--- src/rtl/core/assert_macros.svh ---
// ----------------------------------------------------------------------------
// Assertion macros
// Shared concurrent assertion forms, sampled on clock and disabled in reset.
// ----------------------------------------------------------------------------
`ifndef ASSERT_MACROS_SVH
`define ASSERT_MACROS_SVH

// The property must hold at every active clock edge.
`define DRLP_ASSERT(lbl, expr, msg) \
   lbl: assert property (@(posedge clock) disable iff (reset) (expr)) else $error(msg);

// When the condition holds, the consequence must hold in the next cycle.
`define DRLP_ASSERT_NEXT(lbl, ante, cons, msg) \
   lbl: assert property (@(posedge clock) disable iff (reset) (ante) |=> (cons)) \
      else $error(msg);

`endif

--- src/rtl/core/drlp_pkg.sv ---
// ----------------------------------------------------------------------------
// Depth range list parser package
// Types, character codes, status codes and helper functions of the parser.
// ----------------------------------------------------------------------------
`default_nettype none

package drlp_pkg;

   // Width of the numbers held while parsing, and of the result depth fields.
   localparam int VALUE_BITS = 32;
   localparam int DEPTH_BITS = 32;

   // Result queue geometry; the depth is a power of two so pointers wrap.
   localparam int FIFO_DEPTH = 4;
   localparam int PTR_BITS   = $clog2(FIFO_DEPTH);
   localparam int LEVEL_BITS = $clog2(FIFO_DEPTH + 1);

   typedef logic [VALUE_BITS-1:0] value_type;
   typedef logic [DEPTH_BITS-1:0] depth_type;

   localparam value_type VALUE_MAX = '1;

   // Character codes.
   localparam logic [7:0] CH_NUL   = 8'h00;
   localparam logic [7:0] CH_TAB   = 8'h09;
   localparam logic [7:0] CH_CR    = 8'h0D;
   localparam logic [7:0] CH_SPACE = 8'h20;
   localparam logic [7:0] CH_COMMA = 8'h2C;
   localparam logic [7:0] CH_DASH  = 8'h2D;
   localparam logic [7:0] CH_ZERO  = 8'h30;
   localparam logic [7:0] CH_NINE  = 8'h39;

   typedef enum logic [2:0] {
      ST_PAIR        = 3'd0,
      ST_END_OK      = 3'd1,
      ST_REVERSED    = 3'd2,
      ST_LOW_ZERO    = 3'd3,
      ST_HIGH_ZERO   = 3'd4,
      ST_SINGLE_ZERO = 3'd5,
      ST_SYNTAX      = 3'd6
   } status_type;

   // One result as it leaves the block.
   typedef struct packed {
      status_type status;
      depth_type  low_depth;
      depth_type  high_depth;
      logic       final_res;
   } result_type;

   // Up to two results produced by one request.
   typedef struct packed {
      logic       first_v;
      logic       second_v;
      result_type first;
      result_type second;
   } push_type;

   // Decimal accumulate with saturation at the largest value.
   function automatic value_type accumulate(value_type v, logic [3:0] d);
      logic [VALUE_BITS+3:0] wide;
      begin
         wide = {3'b000, v, 1'b0} + {v, 3'b000} + {{VALUE_BITS{1'b0}}, d};
         if (wide > {4'b0000, VALUE_MAX}) begin
            return VALUE_MAX;
         end
         return wide[VALUE_BITS-1:0];
      end
   endfunction

endpackage

`default_nettype wire

--- src/rtl/core/drlp_parse_core.sv ---
// ----------------------------------------------------------------------------
// Parser core
// Holds the parse state and turns one character into zero, one or two results.
// ----------------------------------------------------------------------------
`default_nettype none

module drlp_parse_core (
   input  wire logic               clock,
   input  wire logic               reset,
   input  wire logic               step,
   input  wire logic [7:0]         text_byte,
   output      drlp_pkg::push_type push
);
   import drlp_pkg::*;

   typedef enum logic [6:0] {
      PH_START   = 7'b0000001,
      PH_BETWEEN = 7'b0000010,
      PH_NUM1    = 7'b0000100,
      PH_DASH    = 7'b0001000,
      PH_NUM2    = 7'b0010000,
      PH_LEAD    = 7'b0100000,
      PH_LEADNUM = 7'b1000000
   } phase_type;

   phase_type  phase_ff, phase_in;
   value_type  first_ff, first_in;
   value_type  second_ff, second_in;
   value_type  prev_ff, prev_in;
   logic       failed_ff, failed_in;

   logic       is_nul, is_space, is_comma, is_dash, dig;
   logic [3:0] digit;
   logic       emit, btw, btw_start, tail_v, tail_err, clr;
   value_type  emit_lo, emit_hi;
   status_type tail_code;
   result_type pair_res, tail_res;

   // Character classes.
   always_comb begin
      is_nul   = (text_byte == CH_NUL);
      is_space = (text_byte inside {CH_SPACE, [CH_TAB:CH_CR]});
      is_comma = (text_byte == CH_COMMA);
      is_dash  = (text_byte == CH_DASH);
      dig      = (text_byte inside {[CH_ZERO:CH_NINE]});
      digit    = dig ? 4'(text_byte - CH_ZERO) : 4'd0;
   end

   // Next state and results for the current character.
   always_comb begin
      phase_in  = phase_ff;
      first_in  = first_ff;
      second_in = second_ff;
      prev_in   = prev_ff;
      failed_in = failed_ff;
      emit      = 1'b0;
      emit_lo   = '0;
      emit_hi   = '0;
      btw       = 1'b0;
      btw_start = 1'b0;
      tail_v    = 1'b0;
      tail_err  = 1'b0;
      tail_code = ST_PAIR;
      clr       = 1'b0;

      if (failed_ff) begin
         // After an error everything up to the terminating NUL is dropped.
         clr = is_nul;
      end else begin
         case (phase_ff)
            PH_NUM1: begin
               if (dig) begin
                  first_in = accumulate(first_ff, digit);
               end else if (is_dash) begin
                  phase_in = PH_DASH;
               end else if (first_ff == '0) begin
                  tail_err  = 1'b1;
                  tail_code = ST_SINGLE_ZERO;
               end else begin
                  emit    = 1'b1;
                  emit_lo = prev_ff + 1'b1;
                  emit_hi = first_ff;
                  btw     = 1'b1;
               end
            end
            PH_DASH: begin
               if (dig) begin
                  second_in = VALUE_BITS'(digit);
                  phase_in  = PH_NUM2;
               end else if (first_ff == '0) begin
                  tail_err  = 1'b1;
                  tail_code = ST_LOW_ZERO;
               end else begin
                  emit    = 1'b1;
                  emit_lo = first_ff;
                  btw     = 1'b1;
               end
            end
            PH_NUM2: begin
               if (dig) begin
                  second_in = accumulate(second_ff, digit);
               end else if (first_ff > second_ff) begin
                  tail_err  = 1'b1;
                  tail_code = ST_REVERSED;
               end else if (first_ff == '0) begin
                  tail_err  = 1'b1;
                  tail_code = ST_LOW_ZERO;
               end else begin
                  emit    = 1'b1;
                  emit_lo = first_ff;
                  emit_hi = second_ff;
                  btw     = 1'b1;
               end
            end
            PH_LEAD: begin
               if (dig) begin
                  second_in = VALUE_BITS'(digit);
                  phase_in  = PH_LEADNUM;
               end else begin
                  tail_err  = 1'b1;
                  tail_code = ST_SYNTAX;
               end
            end
            PH_LEADNUM: begin
               if (dig) begin
                  second_in = accumulate(second_ff, digit);
               end else if (second_ff == '0) begin
                  tail_err  = 1'b1;
                  tail_code = ST_HIGH_ZERO;
               end else begin
                  emit    = 1'b1;
                  emit_lo = VALUE_BITS'(1);
                  emit_hi = second_ff;
                  btw     = 1'b1;
               end
            end
            PH_START: begin
               btw       = 1'b1;
               btw_start = 1'b1;
            end
            default: begin
               phase_in = PH_BETWEEN;
               btw      = 1'b1;
            end
         endcase
      end

      // A finished entry records its high limit and returns to between entries.
      if (emit) begin
         prev_in  = emit_hi;
         phase_in = PH_BETWEEN;
      end

      // Handling of a character where a new entry may begin.
      if (btw) begin
         if (is_nul) begin
            tail_v    = 1'b1;
            tail_code = ST_END_OK;
            clr       = 1'b1;
         end else if (is_space) begin
            phase_in = phase_in;
         end else if (is_comma) begin
            if (btw_start) begin
               tail_err  = 1'b1;
               tail_code = ST_SYNTAX;
            end
         end else if (dig) begin
            first_in = VALUE_BITS'(digit);
            phase_in = PH_NUM1;
         end else if (is_dash) begin
            phase_in = PH_LEAD;
         end else begin
            tail_err  = 1'b1;
            tail_code = ST_SYNTAX;
         end
      end

      // An error closes the string now on NUL, else drops input until NUL.
      if (tail_err) begin
         tail_v = 1'b1;
         if (is_nul) begin
            clr = 1'b1;
         end else begin
            failed_in = 1'b1;
         end
      end

      if (clr) begin
         phase_in  = PH_START;
         first_in  = '0;
         second_in = '0;
         prev_in   = '0;
         failed_in = 1'b0;
      end
   end

   // Results in emission order: a pair first, then an end or error result.
   always_comb begin
      pair_res.status     = ST_PAIR;
      pair_res.low_depth  = DEPTH_BITS'(emit_lo);
      pair_res.high_depth = DEPTH_BITS'(emit_hi);
      pair_res.final_res  = 1'b0;

      tail_res.status     = tail_code;
      tail_res.low_depth  = '0;
      tail_res.high_depth = '0;
      tail_res.final_res  = 1'b1;

      push.first_v  = step && (emit || tail_v);
      push.second_v = step && emit && tail_v;
      push.first    = emit ? pair_res : tail_res;
      push.second   = tail_res;
   end

   // Parse state registers.
   always_ff @(posedge clock) begin
      if (reset) begin
         phase_ff  <= PH_START;
         first_ff  <= '0;
         second_ff <= '0;
         prev_ff   <= '0;
         failed_ff <= 1'b0;
      end else if (step) begin
         phase_ff  <= phase_in;
         first_ff  <= first_in;
         second_ff <= second_in;
         prev_ff   <= prev_in;
         failed_ff <= failed_in;
      end
   end

endmodule

`default_nettype wire

--- src/rtl/core/drlp_result_fifo.sv ---
// ----------------------------------------------------------------------------
// Result queue
// Small queue that takes up to two results a cycle and hands out one a cycle unless stalled.
// ----------------------------------------------------------------------------
`default_nettype none

module drlp_result_fifo (
   input  wire logic                 clock,
   input  wire logic                 reset,
   input  wire drlp_pkg::push_type   push,
   output      logic                 room,
   output      logic                 out_valid,
   input  wire logic                 out_stall,
   output      drlp_pkg::result_type out_data
);
   import drlp_pkg::*;

   result_type            q_ff [FIFO_DEPTH];
   logic [PTR_BITS-1:0]   wr_ptr_ff, wr_ptr_in;
   logic [PTR_BITS-1:0]   rd_ptr_ff, rd_ptr_in;
   logic [LEVEL_BITS-1:0] level_ff, level_in;
   logic [PTR_BITS-1:0]   wr_next;
   logic [LEVEL_BITS-1:0] push_cnt;
   logic                  pop;

   // Room for a full pair of results, judged on registered state only.
   assign room      = (level_ff <= LEVEL_BITS'(FIFO_DEPTH - 2));
   assign out_valid = (level_ff != '0);
   assign out_data  = q_ff[rd_ptr_ff];
   assign pop       = out_valid && !out_stall;

   // Pointer and level bookkeeping.
   always_comb begin
      wr_next   = wr_ptr_ff + 1'b1;
      push_cnt  = LEVEL_BITS'(push.first_v) + LEVEL_BITS'(push.second_v);
      wr_ptr_in = wr_ptr_ff + PTR_BITS'(push_cnt);
      rd_ptr_in = pop ? rd_ptr_ff + 1'b1 : rd_ptr_ff;
      level_in  = level_ff + push_cnt - LEVEL_BITS'(pop);
   end

   always_ff @(posedge clock) begin
      if (reset) begin
         wr_ptr_ff <= '0;
         rd_ptr_ff <= '0;
         level_ff  <= '0;
      end else begin
         wr_ptr_ff <= wr_ptr_in;
         rd_ptr_ff <= rd_ptr_in;
         level_ff  <= level_in;
      end
   end

   // Queue storage.
   always_ff @(posedge clock) begin
      if (push.first_v) begin
         q_ff[wr_ptr_ff] <= push.first;
      end
      if (push.second_v) begin
         q_ff[wr_next] <= push.second;
      end
   end

endmodule

`default_nettype wire

--- src/rtl/core/depth_range_list_parser_top.sv ---
// A request waits in the input register, then its results go through the queue to the port.
// Throughput: one request per cycle while rsp_stall is low and each yields at most one
// response; the port moves one a cycle, so requests yielding two slow intake to that pace.
// A four-entry result queue decouples the sides; intake pauses when fewer than two are free.
// Reset is synchronous and active high; it clears the parse state and empties the queue.
// ----------------------------------------------------------------------------
// Depth range list parser
// Parses a text list of depth ranges, one character per request.
// ----------------------------------------------------------------------------
`default_nettype none
`include "assert_macros.svh"

module depth_range_list_parser_top (
   input  wire logic        clock,
   input  wire logic        reset,
   input  wire logic        req_valid,
   output      logic        req_stall,
   input  wire logic [7:0]  req_text_byte,
   output      logic        rsp_valid,
   input  wire logic        rsp_stall,
   output      logic [2:0]  rsp_status,
   output      logic [31:0] rsp_low_depth,
   output      logic [31:0] rsp_high_depth,
   output      logic        rsp_final_res
);
   import drlp_pkg::*;

   logic       in_v_ff, in_v_in;
   logic [7:0] in_byte_ff;
   logic       room, step, accept;
   push_type   push;
   result_type out_data;

   // Input register: a held character moves into the core when the queue has room.
   assign step      = in_v_ff && room;
   assign req_stall = in_v_ff && !room;
   assign accept    = req_valid && !req_stall;
   assign in_v_in   = accept || (in_v_ff && !step);

   always_ff @(posedge clock) begin
      if (reset) begin
         in_v_ff <= 1'b0;
      end else begin
         in_v_ff <= in_v_in;
      end
   end

   always_ff @(posedge clock) begin
      if (accept) begin
         in_byte_ff <= req_text_byte;
      end
   end

   drlp_parse_core u_core (
      .clock     (clock),
      .reset     (reset),
      .step      (step),
      .text_byte (in_byte_ff),
      .push      (push)
   );

   drlp_result_fifo u_fifo (
      .clock     (clock),
      .reset     (reset),
      .push      (push),
      .room      (room),
      .out_valid (rsp_valid),
      .out_stall (rsp_stall),
      .out_data  (out_data)
   );

   // Response fields.
   assign rsp_status     = out_data.status;
   assign rsp_low_depth  = out_data.low_depth;
   assign rsp_high_depth = out_data.high_depth;
   assign rsp_final_res  = out_data.final_res;

   // A held character waits in place while the queue lacks room for two results.
   `DRLP_ASSERT_NEXT(a_hold_input, in_v_ff && !room, in_v_ff && $stable(in_byte_ff), "held request lost")
   // A second result only ever follows a first one.
   `DRLP_ASSERT(a_second_after_first, !push.second_v || push.first_v, "second result without first")
   // The second result of a request always closes the string.
   `DRLP_ASSERT(a_second_final, !push.second_v || push.second.final_res, "second result not final")

endmodule

`default_nettype wire
--- config.mk ---
export PLATFORM = sky130hd
export DESIGN_NAME = depth_range_list_parser_top
export DESIGN_NICKNAME = d
export VERILOG_FILES = /design/src/rtl/core/drlp_pkg.sv /design/src/rtl/core/drlp_parse_core.sv /design/src/rtl/core/drlp_result_fifo.sv /design/src/rtl/core/depth_range_list_parser_top.sv
export VERILOG_INCLUDE_DIRS = /design/src /design/src/rtl/core
export SDC_FILE = /design/constraint.sdc
export NUM_CORES = 1
export LEC_CHECK = 0
export BUFFER_PORTS_ARGS = -buffer_cell sky130_fd_sc_hd__buf_2
export CAP_MARGIN = 20
export CORE_MARGIN = 2
export CORE_UTILIZATION = 35
export DETAILED_ROUTE_END_ITERATION = 8
export GPL_TIMING_DRIVEN = 0
export SYNTH_ARGS = -nofsm -noshare
export SYNTH_HDL_FRONTEND = slang
export SYNTH_SLANG_ARGS = --single-unit
--- constraint.sdc ---
create_clock -name clock -period 4.3 [get_ports clock]
set_input_delay 0.43 -clock clock [delete_from_list [all_inputs] [get_ports clock]]
set_output_delay 0.43 -clock clock [all_outputs]
set_load 0.005 [all_outputs]
==> flow_metrics.env <==
export IMPL_worstSetupEndpointType="flop"
export IMPL_critPathKind="reg -> reg"
export IMPL_async_flop_share_pct=0
export IMPL_grt_start_max_net_pins=15
export IMPL_fin_crit_ns=4.47
export IMPL_grt_usage_pct=23.6
export IMPL_clk_path_buf_depth=3
export IMPL_grt_pass1_wl_microns=132000
export IMPL_slew_violations=0
export IMPL_n_fill_cell=6557
export IMPL_synth_flop_cell="dfxtp_1"
export IMPL_root_buffer="clkbuf_16"
export IMPL_rsz0062_at_grt="true"
export IMPL_crit_fanout=10
export IMPL_most_common_layout_cells="nor2_1, dfxtp_1, a221oi_1, ha_1, a21oi_1"
export IMPL_grt_pass1_vias=22100
export IMPL_synth_nets=2693
export IMPL_failed_checks="negative setup slack"
export IMPL_start_kind="flop"
export IMPL_start_util_pct=35.5
export IMPL_drtIter0Drc=2355
export IMPL_seq_area_frac_synth_pct=33.8
export IMPL_final_antenna_net_count=0
export IMPL_power_density_nw_per_um2=318
export IMPL_ios=82
export IMPL_holdBufCountCts=0
export IMPL_postSynthAreaPerCell_sq_um=9.54
export IMPL_overflow=0
export IMPL_rows=95
export IMPL_vias_per_cell=6.29
export IMPL_relSlewSlack_pct=33.9
export IMPL_synthDistinctLibCells=102
export IMPL_antenna_found_initial=0
export IMPL_wire_per_inst_microns=24.2
export IMPL_maxCapViolations=0
export IMPL_startpoint="in_byte_ff[2]$_DFFE_PP_"
export IMPL_layout_commonest_cell="nor2_1"
export IMPL_die_y_microns=266
export IMPL_core_sq_um=67500
export IMPL_diodes=0
export IMPL_cts_sinks=394
export IMPL_dieArea_sq_um=70500
export IMPL_r2r_slack_ns=-0.17
export IMPL_wirelength_microns=86000
export IMPL_min_path_cells=1
export IMPL_ys_warn_count=0
export IMPL_clkSlewWorstSetupHoldPaths_ns=0.07
export IMPL_gp_routability_congestion=0.908
export IMPL_crit_required_ns=4.73
export IMPL_final_setup_viol_count=24
export IMPL_clock_latency_ns=0.59
export IMPL_numPortBuffers=81
export IMPL_status="finished, violations left"
export IMPL_netlist_instances=2512
export IMPL_worstReg2RegEnd="u_core.second_ff[17]$_SDFFE_PP0P_"
export IMPL_peakVddDrop_mv=0.278
export IMPL_hold_slack_ns=0.0324
export IMPL_cts_tree="yes"
export IMPL_dieWidth_microns=266
export IMPL_worst_pin_slew_ns=0.991
export IMPL_finalCritPeriodShare_pct=104
export IMPL_p_leak_nw=10.8
export IMPL_drc=0
export IMPL_dr_pass1_iters=5
export IMPL_synthesis_area_sq_um=24000
export IMPL_r2r_start="in_byte_ff[2]$_DFFE_PP_"
export IMPL_timing_final_ws_setup_ns=-0.171
export IMPL_vias=22400
export IMPL_nets=2839
export IMPL_finalHoldViolations=0
export IMPL_worstPathArrival_ns=4.90
export IMPL_dpl_hpwl_microns=63800
export IMPL_synth_edf_count=20
export IMPL_drive_gt1_share_pct=20.4
export IMPL_syn_to_final_growth_pct=14.8
export IMPL_cts_buffers_inserted=42
export IMPL_ys_seq_elements=394
export IMPL_cts_max_level=2
export IMPL_crit_end="u_core.second_ff[17]$_SDFFE_PP0P_"
export IMPL_power_w=0.00875
export IMPL_finClkSkew_ns=0.0251
export IMPL_fmax_ghz=0.224
export IMPL_min_path_type="in -> reg"
export IMPL_r2r_cells=20
[report_power, final]
part / internal [W] / switching [W] / leakage [nW]
logic: 0.000418 / 0.000831 / 6.89
clock network: 0.00212 / 0.00163 / 0.678
registers: 0.00372 / 0.0000311 / 3.20
[routing by layer]
metal	share of wire, %	GRT usage [%]
met5	0	0
met4	2.7	7.35
met1	43	32.6
met3	8.5	4.44
met2	45	37.1
[stage by stage]
stage	cell area (sq um)	setup WS (ns)	util, %	TNS (ns)	cells
2_1_floorplan	24000	0.00721	-	0	2512
3_3_place_gp	25500	-1.18	37.7	-57.99	3466
3_5_place_dp	25500	-1.27	37.7	-65.23	3466
4_1_cts	27300	-0.321	40.5	-6.53	3557
5_1_grt	27500	-0.319	40.7	-7.89	3560
6_report	27500	-0.171	40.7	-2.34	3560
[how the worst min path moves through the flow]
stage                                    from                              to  slack (ns)
6_report                     req_text_byte[0]         in_byte_ff[0]$_DFFE_PP_        0.03
5_1_grt                      req_text_byte[3]         in_byte_ff[3]$_DFFE_PP_        0.02
4_1_cts                      req_text_byte[6]         in_byte_ff[6]$_DFFE_PP_        0.01
3_5_place_dp   u_fifo.q_ff[2][0]$_SDFFE_PP1P_  u_fifo.q_ff[2][0]$_SDFFE_PP1P_        0.45
3_3_place_gp   u_fifo.q_ff[1][0]$_SDFFE_PP1P_  u_fifo.q_ff[1][0]$_SDFFE_PP1P_        0.44
2_1_floorplan  u_fifo.q_ff[1][0]$_SDFFE_PP1P_  u_fifo.q_ff[1][0]$_SDFFE_PP1P_        0.43
[worst max-delay path, cell delays in order, from the launching register on]
cell       delay (ns)
edfxtp_1         0.41
o21ai_2          0.17
and4_4           0.26
buf_8            0.14
nand2_4          0.08
xnor2_1          0.13
ha_2             0.18
a31o_2           0.23
ha_4             0.22
nor2b_2          0.16
o311a_4          0.33
o311ai_4         0.31
a2111oi_4        0.12
buf_4            0.19
o211ai_1         0.22
mux2_4           0.34
a21oi_4          0.18
and2_4           0.18
buf_8            0.12
bufbuf_16        0.26
a311oi_2         0.08
[kinds of logic after synthesis]
group,count (synthesis),synth area share (%)
AO/OA/AOI/OAI,787,27.7
buffers and inverters,298,5.93
flip-flops,394,33.8
XOR/XNOR,89,3.25
AND/OR/NAND/NOR,702,13.7
multiplexers,73,6.67
adder cells (fa/ha/maj),169,8.92
[cell type report]
class                      count  area, sq um  area share (%)
inverter                      91          342            1.24
buffer                       207         1140            4.15
tap                          873         1090            3.97
clock buffer                  58         1220            4.45
sequential                   394         8130            29.6
timing repair buffer         102          596            2.17
clock inverter                15          164           0.596
multi-input combinational   1820        14800            53.9
[synth_stat cells (31+ instances only)]
library cell | instances | share of area, %
buf_2 | 39 | 0.81
xnor2_1 | 70 | 2.6
a21o_1 | 36 | 1.1
o32ai_1 | 33 | 1.2
ha_1 | 166 | 8.7
nand2_1 | 102 | 1.6
nand3_1 | 41 | 0.86
a221oi_2 | 90 | 5.6
o21ai_0 | 63 | 1.3
nor2_1 | 354 | 5.5
clkbuf_1 | 115 | 1.8
dfxtp_1 | 374 | 31
inv_1 | 90 | 1.4
a21oi_1 | 123 | 2.6
nor3_1 | 40 | 0.84
a221oi_1 | 164 | 6.0
mux4_2 | 68 | 6.4
a22oi_1 | 64 | 2.0
a211oi_1 | 31 | 0.97
[repair_timing]
action / in CTS / in global routing
cloned: 1 / 0
resized for setup: 88 / 40
pin swaps: 11 / 5
buffers inserted: 17 / 3
setup endpoints to repair: 165 / 89
[flip-flops by register name, summed over array words and instances, names as in the netlist, named ones only]
name / cells
u_fifo.q_ff: 272
u_fifo.level_ff: 3
u_core.prev_ff: 32
u_fifo.wr_ptr_ff: 2
u_core.first_ff: 32
u_core.failed_ff: 1
in_byte_ff: 8
in_v_ff: 1
u_core.phase_ff: 7
u_fifo.rd_ptr_ff: 2
u_core.second_ff: 32
(Power assumes the default switching activity.)
